## src/sv/tmf_pkg.sv

```systemverilog
// -----------------------------------------------------------------------------
// tmf_pkg
// Shared widths, limits and control types of the trimmed-mean sample filter.
// -----------------------------------------------------------------------------
package tmf_pkg;

    // Width of one converter sample and of the count register.
    localparam int SAMPLE_BITS = 10;
    localparam int COUNT_W     = 8;

    // The block sum holds up to 256 full-scale samples without wrapping.
    localparam int SUM_W  = SAMPLE_BITS + COUNT_W;
    localparam int STEP_W = $clog2(SUM_W);

    // Clamp limits of the averaged count and the number of dropped samples.
    localparam logic [COUNT_W-1:0] COUNT_MIN   = COUNT_W'(1);
    localparam logic [COUNT_W-1:0] COUNT_MAX   = COUNT_W'(253);
    localparam logic [COUNT_W-1:0] COUNT_RESET = COUNT_W'(8);
    localparam logic [COUNT_W:0]   DROPPED     = (COUNT_W + 1)'(2);

    // Commands from the controller to the datapath.
    typedef struct packed {
        logic accum;     // take the offered sample into the block
        logic load;      // form the trimmed sum and start the divider
        logic step;      // one restoring division step
        logic out_load;  // move the quotient into the output register
    } t_cmd;

    // Status from the datapath to the controller.
    typedef struct packed {
        logic block_end; // the offered sample completes the block
    } t_status;

endpackage

```

## src/sv/trimmed_mean_sample_filter.sv

```systemverilog
// -----------------------------------------------------------------------------
// trimmed_mean_sample_filter
// Trimmed mean of blocks of converter samples, largest and smallest dropped.
// -----------------------------------------------------------------------------
// Usage:
// Samples enter on i_sample with i_valid/o_ready; a transfer takes place when
// both are high. Averages leave on o_average with o_valid/i_ready. A block is
// sample_count+2 samples (count 0 acts as 1, counts above 253 act as 253);
// the count is written through i_cfg_we/i_cfg_data and is 8 after reset.
// Samples inside a block are taken one per cycle. The sample that completes
// a block starts the mean: the LOAD state forms the trimmed sum, the
// restoring divider then runs in the DIV state (one quotient bit per cycle),
// and the HOLD state moves the quotient into the output register once that
// register is free, raising o_valid. o_ready stays low until that move. The
// output register decouples the two sides: new samples are accepted while
// a result waits, and a finished quotient waits in the divider while the
// previous result is still stalled by the receiver.
// Reset (synchronous, active low) clears the block, the output valid flag and
// restores the count.
// -----------------------------------------------------------------------------
module trimmed_mean_sample_filter (
    input  logic                            i_clk,
    input  logic                            i_rst_n,
    input  logic                            i_cfg_we,
    input  logic [tmf_pkg::COUNT_W-1:0]     i_cfg_data,
    input  logic                            i_valid,
    output logic                            o_ready,
    input  logic [tmf_pkg::SAMPLE_BITS-1:0] i_sample,
    output logic                            o_valid,
    input  logic                            i_ready,
    output logic [tmf_pkg::SAMPLE_BITS-1:0] o_average
);

    tmf_pkg::t_cmd    cmd;
    tmf_pkg::t_status status;

    // Sequencing and handshakes.
    tmf_ctrl u_ctrl (
        .i_clk    (i_clk),
        .i_rst_n  (i_rst_n),
        .i_valid  (i_valid),
        .o_ready  (o_ready),
        .o_valid  (o_valid),
        .i_ready  (i_ready),
        .i_status (status),
        .o_cmd    (cmd)
    );

    // Accumulation, division and output storage.
    tmf_dp u_dp (
        .i_clk      (i_clk),
        .i_rst_n    (i_rst_n),
        .i_cfg_we   (i_cfg_we),
        .i_cfg_data (i_cfg_data),
        .i_sample   (i_sample),
        .i_cmd      (cmd),
        .o_status   (status),
        .o_average  (o_average)
    );

endmodule

```

## src/sv/tmf_ctrl.sv

```systemverilog
// -----------------------------------------------------------------------------
// tmf_ctrl
// Controller: input and output handshakes, division step count and sequencing.
// -----------------------------------------------------------------------------
module tmf_ctrl (
    input  logic             i_clk,
    input  logic             i_rst_n,
    input  logic             i_valid,
    output logic             o_ready,
    output logic             o_valid,
    input  logic             i_ready,
    input  tmf_pkg::t_status i_status,
    output tmf_pkg::t_cmd    o_cmd
);

    localparam logic [1:0] ST_IDLE = 2'd0;
    localparam logic [1:0] ST_LOAD = 2'd1;
    localparam logic [1:0] ST_DIV  = 2'd2;
    localparam logic [1:0] ST_HOLD = 2'd3;

    localparam logic [tmf_pkg::STEP_W-1:0] LAST_STEP =
        tmf_pkg::STEP_W'(tmf_pkg::SUM_W - 1);

    logic [1:0]                 r_state, n_state;
    logic [tmf_pkg::STEP_W-1:0] r_step, n_step;
    logic                       r_out_valid, n_out_valid;
    logic                       in_xfer;
    logic                       out_free;

    // Samples are taken only while no division is in flight.
    assign o_ready  = (r_state == ST_IDLE);
    assign o_valid  = r_out_valid;
    assign in_xfer  = i_valid && (r_state == ST_IDLE);
    assign out_free = !r_out_valid || i_ready;

    // Next state, step count and commands.
    always_comb begin
        n_state      = r_state;
        n_step       = r_step;
        o_cmd        = '0;
        o_cmd.accum  = in_xfer;
        case (r_state)
            ST_IDLE: begin
                if (in_xfer && i_status.block_end) begin
                    n_state = ST_LOAD;
                end
            end
            ST_LOAD: begin
                o_cmd.load = 1'b1;
                n_step     = '0;
                n_state    = ST_DIV;
            end
            ST_DIV: begin
                o_cmd.step = 1'b1;
                if (r_step == LAST_STEP) begin
                    n_state = ST_HOLD;
                end else begin
                    n_step = r_step + 1'b1;
                end
            end
            ST_HOLD: begin
                if (out_free) begin
                    o_cmd.out_load = 1'b1;
                    n_state        = ST_IDLE;
                end
            end
            default: begin
                n_state = ST_IDLE;
            end
        endcase
    end

    // Output valid: set on a new result, cleared when the result is taken.
    always_comb begin
        n_out_valid = r_out_valid;
        if (o_cmd.out_load) begin
            n_out_valid = 1'b1;
        end else if (r_out_valid && i_ready) begin
            n_out_valid = 1'b0;
        end
    end

    always_ff @(posedge i_clk) begin
        if (!i_rst_n) begin
            r_state     <= ST_IDLE;
            r_step      <= '0;
            r_out_valid <= 1'b0;
        end else begin
            r_state     <= n_state;
            r_step      <= n_step;
            r_out_valid <= n_out_valid;
        end
    end

endmodule

```

## src/sv/tmf_dp.sv

```systemverilog
// -----------------------------------------------------------------------------
// tmf_dp
// Datapath: count register, block sum and extremes, restoring divider and the
// output register.
// -----------------------------------------------------------------------------
module tmf_dp (
    input  logic                            i_clk,
    input  logic                            i_rst_n,
    input  logic                            i_cfg_we,
    input  logic [tmf_pkg::COUNT_W-1:0]     i_cfg_data,
    input  logic [tmf_pkg::SAMPLE_BITS-1:0] i_sample,
    input  tmf_pkg::t_cmd                   i_cmd,
    output tmf_pkg::t_status                o_status,
    output logic [tmf_pkg::SAMPLE_BITS-1:0] o_average
);

    localparam int SB = tmf_pkg::SAMPLE_BITS;
    localparam int CW = tmf_pkg::COUNT_W;
    localparam int SW = tmf_pkg::SUM_W;

    logic [CW-1:0] r_count;
    logic [SW-1:0] r_sum;
    logic [SB-1:0] r_max;
    logic [SB-1:0] r_min;
    logic [CW-1:0] r_taken;
    logic [CW-1:0] r_div_n;
    logic [SW-1:0] r_quo;
    logic [CW-1:0] r_rem;
    logic [SB-1:0] r_average;

    logic [CW-1:0] eff_n;
    logic          first;
    logic [SB-1:0] n_max;
    logic [SB-1:0] n_min;
    logic [SW-1:0] n_sum;
    logic [CW:0]   n_taken;
    logic [CW:0]   rem_sh;
    logic [CW:0]   rem_diff;
    logic          rem_ge;

    // Effective count: zero acts as the minimum, large values are capped.
    always_comb begin
        eff_n = r_count;
        if (r_count < tmf_pkg::COUNT_MIN) begin
            eff_n = tmf_pkg::COUNT_MIN;
        end else if (r_count > tmf_pkg::COUNT_MAX) begin
            eff_n = tmf_pkg::COUNT_MAX;
        end
    end

    // Block statistics updated with the offered sample.
    always_comb begin
        first   = (r_taken == '0);
        n_max   = (first || (i_sample > r_max)) ? i_sample : r_max;
        n_min   = (first || (i_sample < r_min)) ? i_sample : r_min;
        n_sum   = r_sum + SW'(i_sample);
        n_taken = {1'b0, r_taken} + 1'b1;
    end

    assign o_status.block_end = (n_taken >= ({1'b0, eff_n} + tmf_pkg::DROPPED));

    // One restoring division step: shift in the next dividend bit, then
    // subtract the divisor when it fits.
    always_comb begin
        rem_sh   = {r_rem, r_quo[SW-1]};
        rem_ge   = (rem_sh >= {1'b0, r_div_n});
        rem_diff = rem_sh - {1'b0, r_div_n};
    end

    // Count register.
    always_ff @(posedge i_clk) begin
        if (!i_rst_n) begin
            r_count <= tmf_pkg::COUNT_RESET;
        end else if (i_cfg_we) begin
            r_count <= i_cfg_data;
        end
    end

    // Block state: sum, extremes and sample count.
    always_ff @(posedge i_clk) begin
        if (!i_rst_n) begin
            r_sum   <= '0;
            r_max   <= '0;
            r_min   <= '0;
            r_taken <= '0;
        end else if (i_cmd.accum) begin
            r_sum   <= n_sum;
            r_max   <= n_max;
            r_min   <= n_min;
            r_taken <= o_status.block_end ? '0 : n_taken[CW-1:0];
        end else if (i_cmd.load) begin
            r_sum   <= '0;
            r_max   <= '0;
            r_min   <= '0;
        end
    end

    // Divider registers; the divisor is the count in force at block end.
    always_ff @(posedge i_clk) begin
        if (i_cmd.accum && o_status.block_end) begin
            r_div_n <= eff_n;
        end
        if (i_cmd.load) begin
            r_quo <= r_sum - SW'(r_max) - SW'(r_min);
            r_rem <= '0;
        end else if (i_cmd.step) begin
            r_quo <= {r_quo[SW-2:0], rem_ge};
            r_rem <= rem_ge ? rem_diff[CW-1:0] : rem_sh[CW-1:0];
        end
    end

    // Output register.
    always_ff @(posedge i_clk) begin
        if (i_cmd.out_load) begin
            r_average <= r_quo[SB-1:0];
        end
    end

    assign o_average = r_average;

endmodule

```

## config.mk

```make
export PLATFORM = sky130hd
export DESIGN_NAME = trimmed_mean_sample_filter
export DESIGN_NICKNAME = d
export VERILOG_FILES = /design/src/sv/tmf_pkg.sv /design/src/sv/trimmed_mean_sample_filter.sv /design/src/sv/tmf_ctrl.sv /design/src/sv/tmf_dp.sv
export SDC_FILE = /design/constraint.sdc
export NUM_CORES = 1
export LEC_CHECK = 0
export BUFFER_PORTS_ARGS = -buffer_cell sky130_fd_sc_hd__buf_2
export CAP_MARGIN = 25
export CORE_ASPECT_RATIO = 0.6
export CORE_MARGIN = 8
export CORE_UTILIZATION = 56
export DETAILED_ROUTE_END_ITERATION = 8
export PLACE_DENSITY = 0.84
export SLEW_MARGIN = 10
export SYNTH_ARGS = -nofsm -noshare
export SYNTH_HDL_FRONTEND = slang
export SYNTH_SLANG_ARGS = --single-unit
```

## constraint.sdc

```tcl
create_clock -name i_clk -period 3.12 [get_ports i_clk]
set_input_delay 0.312 -clock i_clk [delete_from_list [all_inputs] [get_ports i_clk]]
set_output_delay 0.312 -clock i_clk [all_outputs]
set_load 0.005 [all_outputs]
```

Word level (Yosys, flattened, before mapping)

Index checks and enable logic that the tools add are counted.

Add/sub/neg operators: 7
Magnitude comparators: 6
Equality and inequality tests: 10
Multiplexer cells: 25
Reductions and logical operators: 17

Operator list:

| kind                                                       | number |
|---|---|
| two-way mux 18 bit                                         | 4 |
| two-way mux 10 bit                                         | 5 |
| subtractor 18 x 10 -> 18 bit                               | 2 |
| two-way mux 8 bit                                          | 4 |
| adder 18 x 10 -> 18 bit                                    | 1 |
| greater-than comparator 10 bit                             | 1 |
| less-than comparator 10 bit                                | 1 |
| inequality test 2 x 1 -> 1 bit, second input constant      | 5 |
| one-hot mux 5 bit (2 select lines)                         | 1 |
| adder 8 x 1 -> 9 bit, second input constant                | 1 |
| adder 8 x 2 -> 9 bit, second input constant                | 1 |
| >= comparator 9 x 8 -> 1 bit                               | 1 |
| >= comparator 9 bit                                        | 1 |
| greater-than comparator 8 bit, second input constant       | 1 |
| zero test 8 bit                                            | 1 |
| less-than comparator 8 x 1 -> 1 bit, second input constant | 1 |
| one-hot mux 2 bit (4 select lines)                         | 1 |
| nonzero test 2 bit                                         | 4 |
| subtractor 8 bit                                           | 1 |
| two-way mux 1 bit                                          | 6 |
| two-way mux 2 bit                                          | 3 |
| AND reduction 2 bit                                        | 3 |
| adder 5 x 1 -> 5 bit, second input constant                | 1 |
| == test 5 bit, second input constant                       | 1 |
| other kinds (9)                                            | 14 |

Register bits: 106
Input port bits: 23

Logic depth before layout (Yosys ltp)

Gate-level depths: netlist of run 1.

Word-level depth: 8
Gate-level depth with buffers: 12

Modules after synthesis

Synthesis of run 1 repeated with hierarchy kept, for this count alone.

Cells, all modules: 728
Area total of the unflattened synthesis: 6852.8 µm²

By module, submodules not included:

| module   | times used | cells an instance | area an instance (µm²) | sequential area each (µm²) |
|---|---|---|---|---|
| tmf_dp   | 1          | 669               | 6311.1                 | 2322.2 |
| tmf_ctrl | 1          | 59                | 541.8                  | 160.2 |

Worst setup path after synthesis of run 1

No wires, ideal clock.

Kind: reg2reg
From: reg u_dp.r_count[5]
To: reg u_dp.r_div_n[0] (enable)
Setup time: 0.370 ns
Arrival time: 2.830 ns
Path slack: -0.080 ns
Cell stages (with the launch flop): 12
Clock period less this slack: 3.200 ns
Cells stage by stage: dfxtp_1 > and3_1 > a41oi_1 > ha_1 > nand3_1 > xor2_1 > ha_1 > o21a_1 > o21ai_0 > a2111oi_0 > nor3_2 > nor2_1

Cells in the longest elaborated chain, start to end: 6

RTL lines:

| what                          | line          | text |
|---|---|---|
| start: declaration            | tmf_dp.sv:21  | `logic [CW-1:0] r_count;` |
| start signal: assignment      | tmf_dp.sv:73  | `r_count <= tmf_pkg::COUNT_RESET;` |
| start signal: assignment      | tmf_dp.sv:75  | `r_count <= i_cfg_data;` |
| greater-than comparator 8 bit | tmf_dp.sv:46  | `end else if (r_count > tmf_pkg::COUNT_MAX) begin` |
| two-way mux 8 bit             | tmf_dp.sv:46  |  |
| two-way mux 8 bit (*)         | tmf_dp.sv:44  | `if (r_count < tmf_pkg::COUNT_MIN) begin` |
| net u_dp.eff_n[1]             | tmf_dp.sv:31  | `logic [CW-1:0] eff_n;` |
| adder 8 x 2 -> 9 bit (*)      | tmf_dp.sv:60  | `assign o_status.block_end = (n_taken >= ({1'b0, eff_n} + tmf_pkg::DROPPED));` |
| >= comparator 9 bit (*)       | tmf_dp.sv:60  |  |
| logical AND 1 bit (*)         | tmf_dp.sv:100 | `if (i_cmd.accum && o_status.block_end) begin` |
| end signal: assignment        | tmf_dp.sv:101 | `r_div_n <= eff_n;` |
| end: declaration              | tmf_dp.sv:26  | `logic [CW-1:0] r_div_n;` |

The timed path passes the listed nets; every way through them passes the cells marked *.
A chain may end at the register's enable or synchronous reset.

Final worst setup path of run 1

From: reg u_dp.r_taken[0]
To: reg u_ctrl.r_state[0]

Cells in the longest elaborated chain, start to end: 5

RTL lines:

| what                                            | line           | text |
|---|---|---|
| start: declaration                              | tmf_dp.sv:25   | `logic [CW-1:0] r_taken;` |
| start signal: assignment                        | tmf_dp.sv:90   | `r_taken <= o_status.block_end ? '0 : n_taken[CW-1:0];` |
| adder 8 x 1 -> 9 bit                            | tmf_dp.sv:57   | `n_taken = {1'b0, r_taken} + 1'b1;` |
| >= comparator 9 bit                             | tmf_dp.sv:60   |  |
| logical AND 1 bit                               | tmf_ctrl.sv:44 | `if (in_xfer && i_status.block_end) begin` |
| inequality test 2 x 1 -> 1 bit (no source line) | -              |  |
| AND reduction 3 bit (no source line)            | -              |  |
| end signal: assignment                          | tmf_ctrl.sv:89 | `r_state <= n_state;` |
| end: declaration                                | tmf_ctrl.sv:24 | `logic [1:0] r_state, n_state;` |

No other way between the ends.

==> results of run 1 <==
==> layer usage <==
layer | global-route usage | vias up | share of wire
met2 | 0.322 | 240 | 0.43
met4 | 0.0548 | 0 | 0.016
met5 | 0 | - | 0
met3 | 0.0392 | 27 | 0.074
li1 | - | 2669 | -
met1 | 0.291 | 2715 | 0.48
==> repair_timing <==
action | in CTS | in global routing
endpoints found under the setup margin | 14 | 17
setup buffers | 1 | 1
pin swaps | 1 | 4
gates resized for setup | 4 | 6
hold buffers | 0 | 0
==> layout by cell type, fill, tap and decap left out, types with 13 or more instances in the layout <==
master,count
nand3_1,27
buf_4,13
o21ai_0,31
nor2_1,41
edfxtp_1,36
nor2b_1,18
a21oi_1,39
mux2i_1,17
xor2_1,19
nand2_1,62
ha_1,67
dfxtp_1,69
buf_2,34
xnor2_1,16
inv_1,54
a211oi_1,13
a22o_1,19
==> power by group <==
part	internal [µW]	switching, µW	leakage, µW
registers	1480	54.4	0.000898
logic	487	689	0.00207
clock network	542	520	0.000119
==> per-stage QoR <==
stage          area (µm²)   TNS [ns]
2_1_floorplan        6820          0
3_3_place_gp         7150          0
3_5_place_dp         7150      -1.74
4_1_cts              7440          0
5_1_grt              7490  -0.000878
6_report             7490          0
==> cell usage after synthesis (all sizes together), types with 11 or more instances <==
cell	count
nor3	13
edfxtp	36
ha	68
a21oi	42
inv	54
fa	12
nand2b	11
o21ai	35
nand2	62
xor2	19
a22o	19
nand3	27
mux2i	17
dfxtp	70
clkbuf	20
xnor2	16
a211oi	13
nor2	43
nor2b	18
==> layout make-up <==
type,count,area [µm²],share of cell area
tap,165,206,0.0276
timing repair buffer,47,268,0.0358
clock inverter,6,42.5,0.00568
multi-input combinational,538,4060,0.542
clock buffer,10,229,0.0306
inverter,54,203,0.0271
sequential,106,2480,0.332
==> sequential cells by signal, indices dropped and copies added (netlist names) <==
signal and cells:
u_dp.r_max 10, u_dp.r_count 8, u_ctrl.r_state 2, u_dp.r_rem 8, u_dp.r_min 10, u_dp.r_taken 8, u_dp.r_sum 18, u_dp.o_average 10
u_ctrl.o_valid 1, u_dp.r_quo 18, u_ctrl.r_step 5, u_dp.r_div_n 8
==> logic make-up (layout without fill, tap and decap cells) <==
kind of cell,after synthesis,after routing,share of synthesized area
AOI/OAI and AO/OA,181,181,0.185
other,1,1,0.000550
adders and majority gates,80,80,0.160
xor gates and xnor gates,35,35,0.0449
muxes,26,26,0.0398
and+or+nand+nor,215,215,0.157
DFF,106,106,0.364
buffers and inverters,83,117,0.0488
==> final timing paths <==
path / start / to / slack, ns / cells after the start
setup / recovery: u_dp.r_taken[0] / u_ctrl.r_state[0] / 0.09 / 12
hold / removal: i_cfg_data[6] / u_dp.r_count[6] / 0.23 / 3
setup reg to reg: u_dp.r_taken[0] / u_ctrl.r_state[0] / 0.09 / 12
hold reg to reg: u_dp.r_quo[3] / u_dp.o_average[3] / 0.46 / 0
==> worst reg2reg max path, cell delays in order, from the launching register on <==
cell	delay [ns]
dfxtp_1	0.45
ha_1	0.23
and3_1	0.23
nand3_1	0.18
xnor2_1	0.19
ha_1	0.31
o21a_1	0.17
o21ai_1	0.29
a2111oi_4	0.09
nor3_2	0.25
buf_4	0.22
a21oi_2	0.09
o211a_1	0.23
==> results.ini, run 1 <==
[logic_synthesis]
synthTopCellsByArea = dfxtp_1 (21%), edfxtp_1 (16%), ha_1 (12%), fa_1 (3.5%), nand2_1 (3.4%)
synthDistinctLibCells = 71
syn_inst = 727
synth_area_um2 = 6820
synthArstFlopShare = 0
yosysTopAreaCell = dfxtp_1
synth_edf_count = 36
ys_ff_latch = 106
syn_nets = 830
ys_warn_count = 0
synthFlopType = dfxtp_1
syn_area_per_cell_um2 = 9.38
synth_top_area_share = 0.205
ys_seq_area_frac = 0.364

[pwr]
power.density_nw_per_um2 = 504
power_leakage_uw = 0.00309
power_uw = 3780
ir_drop_mv = 0.331

[timing]
finalCriticalPeriod_ns = 3.03
fin_crit_sh = 0.971
layout_setup_ws_ns = 0.0904
setup_viol = 0
hold_violations = 0
slew_viol_final = 0
whs_ns = 0.227
fmax_ghz = 0.330
maxSlewHeadroom = 0.366
finClkSkew_ns = 0.00777
tightest_slew_ns = 0.949

[critical_path]
critical_path_class = reg -> reg
slowest_stage = dfxtp_1
max_stage_delay_ns = 0.45
end_kind = flip-flop
worst_ep_required_time_ns = 3.36
cp_common_cell = ha_1
start_kind = flip-flop
critPathArrivalTime_ns = 3.27
path_cells = ha_1 > and3_1 > nand3_1 > xnor2_1 > ha_1 > o21a_1 > o21ai_1 > a2111oi_4 > nor3_2 > buf_4 > a21oi_2 > o211a_1
cp_max_fo = 9
cp_num_buf_inv = 1
critical_path.top_delay_family = compound AO/OA/AOI/OAI gates

[cells_and_area]
nNetsFinal = 859
syn2layout_area_growth_pct = 9.81
drive_gt1_frac = 0.114
n_fill_cell = 924
fin_util = 0.625
layout.cells.non_filler = 926
antenna_cells = 0

[floorplanning]
die_w_um = 158
io_pins = 35
start_util = 0.569
dieArea_um2 = 16100
die_height_um = 101
coreArea_um2 = 12000
fp-row-count = 31

[flow_run]
maxCapViolations = 0

[outcome]
status = complete, no violations

[cts]
cts.sinks = 106
cts_tree = yes
ctsRootBufferMaster = clkbuf_16
numCtsBuffers = 9
clkTransAtPathRegs_ns = 0.07
htreeDepth = 3
clk_latency_ns = 0.35
clk_path_buf_depth = 2

[global_routing]
grt_use_total = 0.207
antenna_found_initial = 0
grt_pass1_wl_um = 26800
grt_pass1_vias = 5503
grt_overflow = 0
grt_start_max_net_pins = 38

[routing]
drt_iter0_markers = 617
drt_drc_violations_left = 0
wl_um = 16300
vias = 5651
firstDrtPassIters = 5
viasPerCell = 6.10
drtAntennaViolNets = 0
wl_per_cell_um = 17.6

[min_path]
worstHoldPathType = in -> reg

[placed_design]
dp_hpwl_um = 12400
dp_cells = 908
portBuffers = 34
finalWeightedCongestion = 0.973
dp_slack_ns = -0.179

Power figures use the tool's default switching activity.
==> run 2, diff against run 1 <==
--- a/config.mk
+++ b/config.mk
@@ -7,7 +7,6 @@
 export LEC_CHECK = 0
 export BUFFER_PORTS_ARGS = -buffer_cell sky130_fd_sc_hd__buf_2
 export CAP_MARGIN = 25
-export CORE_ASPECT_RATIO = 0.6
 export CORE_MARGIN = 8
 export CORE_UTILIZATION = 56
 export DETAILED_ROUTE_END_ITERATION = 8
==> results.ini, run 2 (synthesis results as in run 1) <==
[outcome]
status = complete, no violations  ; unchanged

[cells_and_area]
antenna_cells = 0  ; unchanged
syn2layout_area_growth_pct = 8.90  ; was 9.81%
reg_top3 = u_dp.r_quo x18, u_dp.r_sum x18  ; unchanged
stdcell_area_um2 = 7430  ; was 7490 µm²
drive_gt1_frac = 0.107  ; was 0.114
final_cell_mix = dfxtp_1 (70), ha_1 (68), nand2_1 (62)  ; was dfxtp_1 (69), ha_1 (67), nand2_1 (62)
layout_commonest_cell = dfxtp_1  ; unchanged
nNetsFinal = 857  ; was 859
fin_util = 0.621  ; was 0.625

[routing]
drtAntennaViolNets = 0  ; unchanged
drt_drc_violations_left = 0  ; unchanged
drt_iter0_markers = 470  ; was 617
wl_um = 15400  ; was 16300 µm
vias = 5513  ; was 5651
wl_per_cell_um = 17.0  ; was 17.6 µm
firstDrtPassIters = 5  ; unchanged
viasPerCell = 6.08  ; was 6.10

[cts]
cts.sinks = 106  ; unchanged
ctsRootBufferMaster = clkbuf_16  ; unchanged
htreeDepth = 3  ; unchanged
numCtsBuffers = 9  ; unchanged
cts_tree = yes  ; unchanged
clkTransAtPathRegs_ns = 0.07  ; about the same
clk_latency_ns = 0.36  ; was 0.35 ns
clk_path_buf_depth = 2  ; unchanged

[pwr]
seq_power_share = 0.408  ; was 0.407
p_comb_frac = 0.297  ; was 0.311
p_int_uw = 2560  ; was 2510 µW
power_frac_clock = 0.296  ; was 0.281
power_uw = 3770  ; was 3780 µW
power_leakage_uw = 0.00310  ; was 0.00309 µW
power.density_nw_per_um2 = 507  ; was 504 nW/µm²
swShare = 0.319  ; was 0.335
power.switching_uw = 1200  ; was 1260 µW
ir_drop_mv = 0.381  ; was 0.331 mV

[floorplanning]
die_w_um = 126  ; was 158 µm
fp-row-count = 40  ; was 31
coreArea_um2 = 12000  ; about the same
io_pins = 35  ; unchanged
start_util = 0.570  ; was 0.569
dieArea_um2 = 16000  ; was 16100 µm²
die_height_um = 126  ; was 101 µm

[critical_path]
end_kind = flip-flop  ; unchanged
start_kind = flip-flop  ; unchanged
worst_ep_required_time_ns = 3.37  ; was 3.36 ns
path_cells = and3_1 > a41oi_1 > buf_4 > o21bai_1 > ha_1 > nand2b_1 > a2111oi_2 > a2111oi_2 > nor3_2 > buf_4 > a21oi_2 > o211a_1  ; was ha_1 > and3_1 > nand3_1 > xnor2_1 > ha_1 > o21a_1 > o21ai_1 > a2111oi_4 > nor3_2 > buf_4 > a21oi_2 > o211a_1
critPathArrivalTime_ns = 3.23  ; was 3.27 ns
critical_path_class = reg -> reg  ; unchanged
cp_max_fo = 9  ; unchanged
slowest_stage = a2111oi_2  ; was dfxtp_1
max_stage_delay_ns = 0.43  ; was 0.45 ns

[timing]
setup_tns_ns = 0  ; unchanged
slew_viol_final = 0  ; unchanged
hold_violations = 0  ; unchanged
finClkSkew_ns = 0.00995  ; was 0.00777 ns
tightest_slew_ns = 0.969  ; was 0.949 ns
whs_ns = 0.195  ; was 0.227 ns
fin_crit_sh = 0.953  ; was 0.971
finalCriticalPeriod_ns = 2.97  ; was 3.03 ns
setup_viol = 0  ; unchanged
maxSlewHeadroom = 0.353  ; was 0.366
fmax_ghz = 0.336  ; was 0.330 GHz

[placed_design]
placed_cell_area_um2 = 7120  ; was 7150 µm²
dp_hpwl_um = 11700  ; was 12400 µm
finalWeightedCongestion = 0.938  ; was 0.973
portBuffers = 34  ; unchanged

[global_routing]
grt_use_total = 0.195  ; was 0.207
grt_start_max_net_pins = 38  ; unchanged
antenna_found_initial = 0  ; unchanged
grt_overflow = 0  ; unchanged
grt_pass1_wl_um = 25500  ; was 26800 µm
grt_pass1_vias = 5429  ; was 5503

[min_path]
worstHoldPathType = in -> reg  ; unchanged

[flow_run]
maxCapViolations = 0  ; unchanged

-- run 2: power groups by stage --
stage / Sequential (µW) / Combinational, µW / Clock, µW
floorplan: 1550 / 853 / 0
global placement: 1560 / 1040 / 0
detailed placement: 1560 / 1090 / 0
CTS: 1530 / 1100 / 1130
global route: 1540 / 1240 / 1170
finish: 1530 / 1120 / 1110
-- run 2: stage by stage --
step | setup slack (ns) | cells
CTS | 0.0650 | 905
finish | 0.148 | 906
detailed placement | -0.00450 | 889
global placement | 0.182 | 889
floorplan | 0.0707 | 727
global route | -0.00159 | 906
-- run 2: layout make-up --
| cell class | count | area [µm²] |
|---|---|---|
| clock buffer | 14 | 274 |
| clock inverter | 2 | 12.5 |
| fill | 958 | 4530 |
| inverter | 54 | 203 |
| multi-input combinational | 538 | 4020 |
| sequential | 106 | 2480 |
| tap | 147 | 184 |
| timing repair buffer | 45 | 253 |
-- run 2: final timing paths --
kind                                     endpoint  slack [ns]       startpoint  depth (start not counted)
worst min register to register  u_dp.o_average[8]        0.45    u_dp.r_quo[8]                          0
worst max register to register  u_ctrl.r_state[0]        0.15  u_dp.r_count[5]                         12
worst max-delay path            u_ctrl.r_state[0]        0.15  u_dp.r_count[5]                         12
worst min-delay path              u_dp.r_count[3]        0.20    i_cfg_data[3]                          3
-- run 2: per-layer routing --
| metal | GRT usage | wire (µm) | share of wire |
|---|---|---|---|
| met1 | 0.243 | 6870 | 0.45 |
| met2 | 0.322 | 7410 | 0.48 |
| met5 | 0 | 0 | 0 |
| met3 | 0.0293 | 718 | 0.047 |
| met4 | 0.0970 | 386 | 0.025 |
-- run 2: worst max-delay path: cells and delay by family, from the launching register on --
kind	cells	cell delay (ns)
and+or+nand+nor	3	0.62
DFF	1	0.41
adders and majority gates	1	0.26
buffers and inverters	2	0.40
AOI/OAI and AO/OA	6	1.18
-- run 2: timing repair --
item,4_1_cts,5_1_grt
resized for setup,1,3
pin swaps,0,1
hold buffers,0,0
endpoints found under the setup margin,8,13
setup buffers,0,1
==> run 3, diff against run 2 <==
--- a/config.mk
+++ b/config.mk
@@ -5,12 +5,12 @@
 export SDC_FILE = /design/constraint.sdc
 export NUM_CORES = 1
 export LEC_CHECK = 0
-export BUFFER_PORTS_ARGS = -buffer_cell sky130_fd_sc_hd__buf_2
 export CAP_MARGIN = 25
 export CORE_MARGIN = 8
-export CORE_UTILIZATION = 56
+export CORE_UTILIZATION = 58
 export DETAILED_ROUTE_END_ITERATION = 8
-export PLACE_DENSITY = 0.84
+export DONT_BUFFER_PORTS = 1
+export PLACE_DENSITY = 0.83
 export SLEW_MARGIN = 10
 export SYNTH_ARGS = -nofsm -noshare
 export SYNTH_HDL_FRONTEND = slang
==> results.ini, run 3 (synthesis results as in run 1) <==
[cts]
clkTransAtPathRegs_ns = 0.07  ; about the same
clk_path_buf_depth = 2  ; unchanged
cts_tree = yes  ; unchanged
cts.sinks = 106  ; unchanged
cts_hold_buf = 0  ; unchanged
clk_latency_ns = 0.35  ; was 0.36 ns
numCtsBuffers = 9  ; unchanged
ctsRootBufferMaster = clkbuf_16  ; unchanged
htreeDepth = 3  ; unchanged

[critical_path]
worst_ep_required_time_ns = 3.40  ; was 3.37 ns
reg2reg_depth = 13  ; was 12
end_kind = flip-flop  ; unchanged
cp_max_fo = 5  ; was 9
slowest_stage = dfxtp_2  ; was a2111oi_2
path_cells = and3_1 > a41oi_2 > ha_2 > nand3_1 > xor2_1 > ha_1 > o21a_1 > o21ai_1 > a2111oi_1 > nor3_2 > buf_4 > a21oi_2 > mux2i_1  ; was and3_1 > a41oi_1 > buf_4 > o21bai_1 > ha_1 > nand2b_1 > a2111oi_2 > a2111oi_2 > nor3_2 > buf_4 > a21oi_2 > o211a_1
start_kind = flip-flop  ; unchanged
critical_path_class = reg -> reg  ; unchanged
critPathArrivalTime_ns = 3.25  ; was 3.23 ns
max_stage_delay_ns = 0.36  ; was 0.43 ns

[routing]
viasPerCell = 6.17  ; was 6.08
drt_iter0_markers = 473  ; was 470
firstDrtPassIters = 5  ; unchanged
wl_per_cell_um = 17.2  ; was 17.0 µm
drtAntennaViolNets = 0  ; unchanged
wl_um = 14900  ; was 15400 µm
drt_drc_violations_left = 0  ; unchanged
vias = 5359  ; was 5513

[global_routing]
grt_start_max_net_pins = 38  ; unchanged
grt_pass1_wl_um = 25600  ; was 25500 µm
grt_use_total = 0.194  ; was 0.195
antenna_found_initial = 0  ; unchanged
grt_pass1_vias = 5229  ; was 5429
grt_overflow = 0  ; unchanged

[timing]
setup_tns_ns = 0  ; unchanged
tightest_slew_ns = 0.876  ; was 0.969 ns
finClkSkew_ns = 0.00539  ; was 0.00995 ns
layout_setup_ws_ns = 0.157  ; was 0.148 ns
hold_violations = 0  ; unchanged
fin_crit_sh = 0.950  ; was 0.953
slew_viol_final = 0  ; unchanged
finalCriticalPeriod_ns = 2.96  ; was 2.97 ns
maxSlewHeadroom = 0.415  ; was 0.353
fmax_ghz = 0.338  ; was 0.336 GHz
setup_viol = 0  ; unchanged

[floorplanning]
io_pins = 35  ; unchanged
start_util = 0.595  ; was 0.570
die_w_um = 124  ; was 126 µm
die_height_um = 124  ; was 126 µm
fp-row-count = 39  ; was 40
coreArea_um2 = 11500  ; was 12000 µm²
dieArea_um2 = 15500  ; was 16000 µm²

[cells_and_area]
antenna_cells = 0  ; unchanged
layout.cells.non_filler = 868  ; was 906
drive_gt1_frac = 0.0703  ; was 0.107
nNetsFinal = 823  ; was 857
fin_util = 0.634  ; was 0.621
n_fill_cell = 883  ; was 958
multiInputGateArea_um2 = 4030  ; was 4020 µm²
regArea_um2 = 2480  ; about the same
syn2layout_area_growth_pct = 6.62  ; was 8.90%
final_cell_mix = dfxtp_1 (68), ha_1 (67), nand2_1 (62)  ; was dfxtp_1 (70), ha_1 (68), nand2_1 (62)
layout_commonest_cell = dfxtp_1  ; unchanged
reg_top3 = u_dp.r_quo x18, u_dp.r_sum x18  ; unchanged

[flow_run]
maxCapViolations = 0  ; unchanged

[pwr]
ir_drop_mv = 0.492  ; was 0.381 mV
power.density_nw_per_um2 = 521  ; was 507 nW/µm²
power_uw = 3790  ; was 3770 µW
power_leakage_uw = 0.00298  ; was 0.00310 µW

[min_path]
whs_path_depth = 1  ; was 3
worstHoldPathType = in -> reg  ; unchanged

[placed_design]
portBuffers = 0  ; was 34
finalWeightedCongestion = 0.860  ; was 0.938
dp_cells = 851  ; was 889
dp_hpwl_um = 11000  ; was 11700 µm
dp_slack_ns = 0.0104  ; was -0.00450 ns

[outcome]
status = complete, no violations  ; unchanged

## run 3: metrics by stage
stage	hold WS (ns)	cell area, µm²
floorplan	0.422	6820
global placement	0.383	6950
detailed placement	0.384	6950
CTS	0.0155	7250
global route	0.0179	7270
finish	0.0187	7270
## run 3: metal layers
metal,GRT usage,wire length (µm),vias to the layer above
li1,-,-,2598
met5,0,0,-
met3,0.0336,898,35
met2,0.307,6760,178
met1,0.255,6870,2548
met4,0.0822,387,0
## run 3: final timing paths
path,start,to,slack (ns)
setup / recovery,u_dp.r_count[5],u_ctrl.r_state[1],0.16
setup reg to reg,u_dp.r_count[5],u_ctrl.r_state[1],0.16
hold / removal,i_rst_n,u_dp.r_count[3],0.02
hold reg to reg,u_dp.r_quo[5],u_dp.o_average[5],0.45
## run 3: timing repair
item / in CTS / in global routing
resized for setup: 1 / 8
endpoints found under the hold margin: 0 / 0
pin swaps: 0 / 1
setup buffers: 0 / 1
setup endpoints to repair: 8 / 19
## run 3: area by class of cell
cell class | instances | share of cell area
timing repair buffer | 11 | 0.0114
sequential | 106 | 0.342
multi-input combinational | 538 | 0.554
tap | 143 | 0.0246
inverter | 54 | 0.0279
clock inverter | 5 | 0.00723
clock buffer | 11 | 0.0334
## run 3: critical path: cells and delay by family (launching register included)
kind | cells | cell delay [ns]
AO/OA/AOI/OAI | 5 | 0.97
XOR/XNOR | 1 | 0.17
adder cells (fa/ha/maj) | 2 | 0.57
buffers and inverters | 1 | 0.16
flip-flops | 1 | 0.36
multiplexers | 1 | 0.19
AND/OR/NAND/NOR | 3 | 0.47
## run 3: power by group
| part | switching (µW) | internal, µW |
|---|---|---|
| Clock | 514 | 643 |
| Combinational | 628 | 465 |
| Sequential | 52.9 | 1480 |
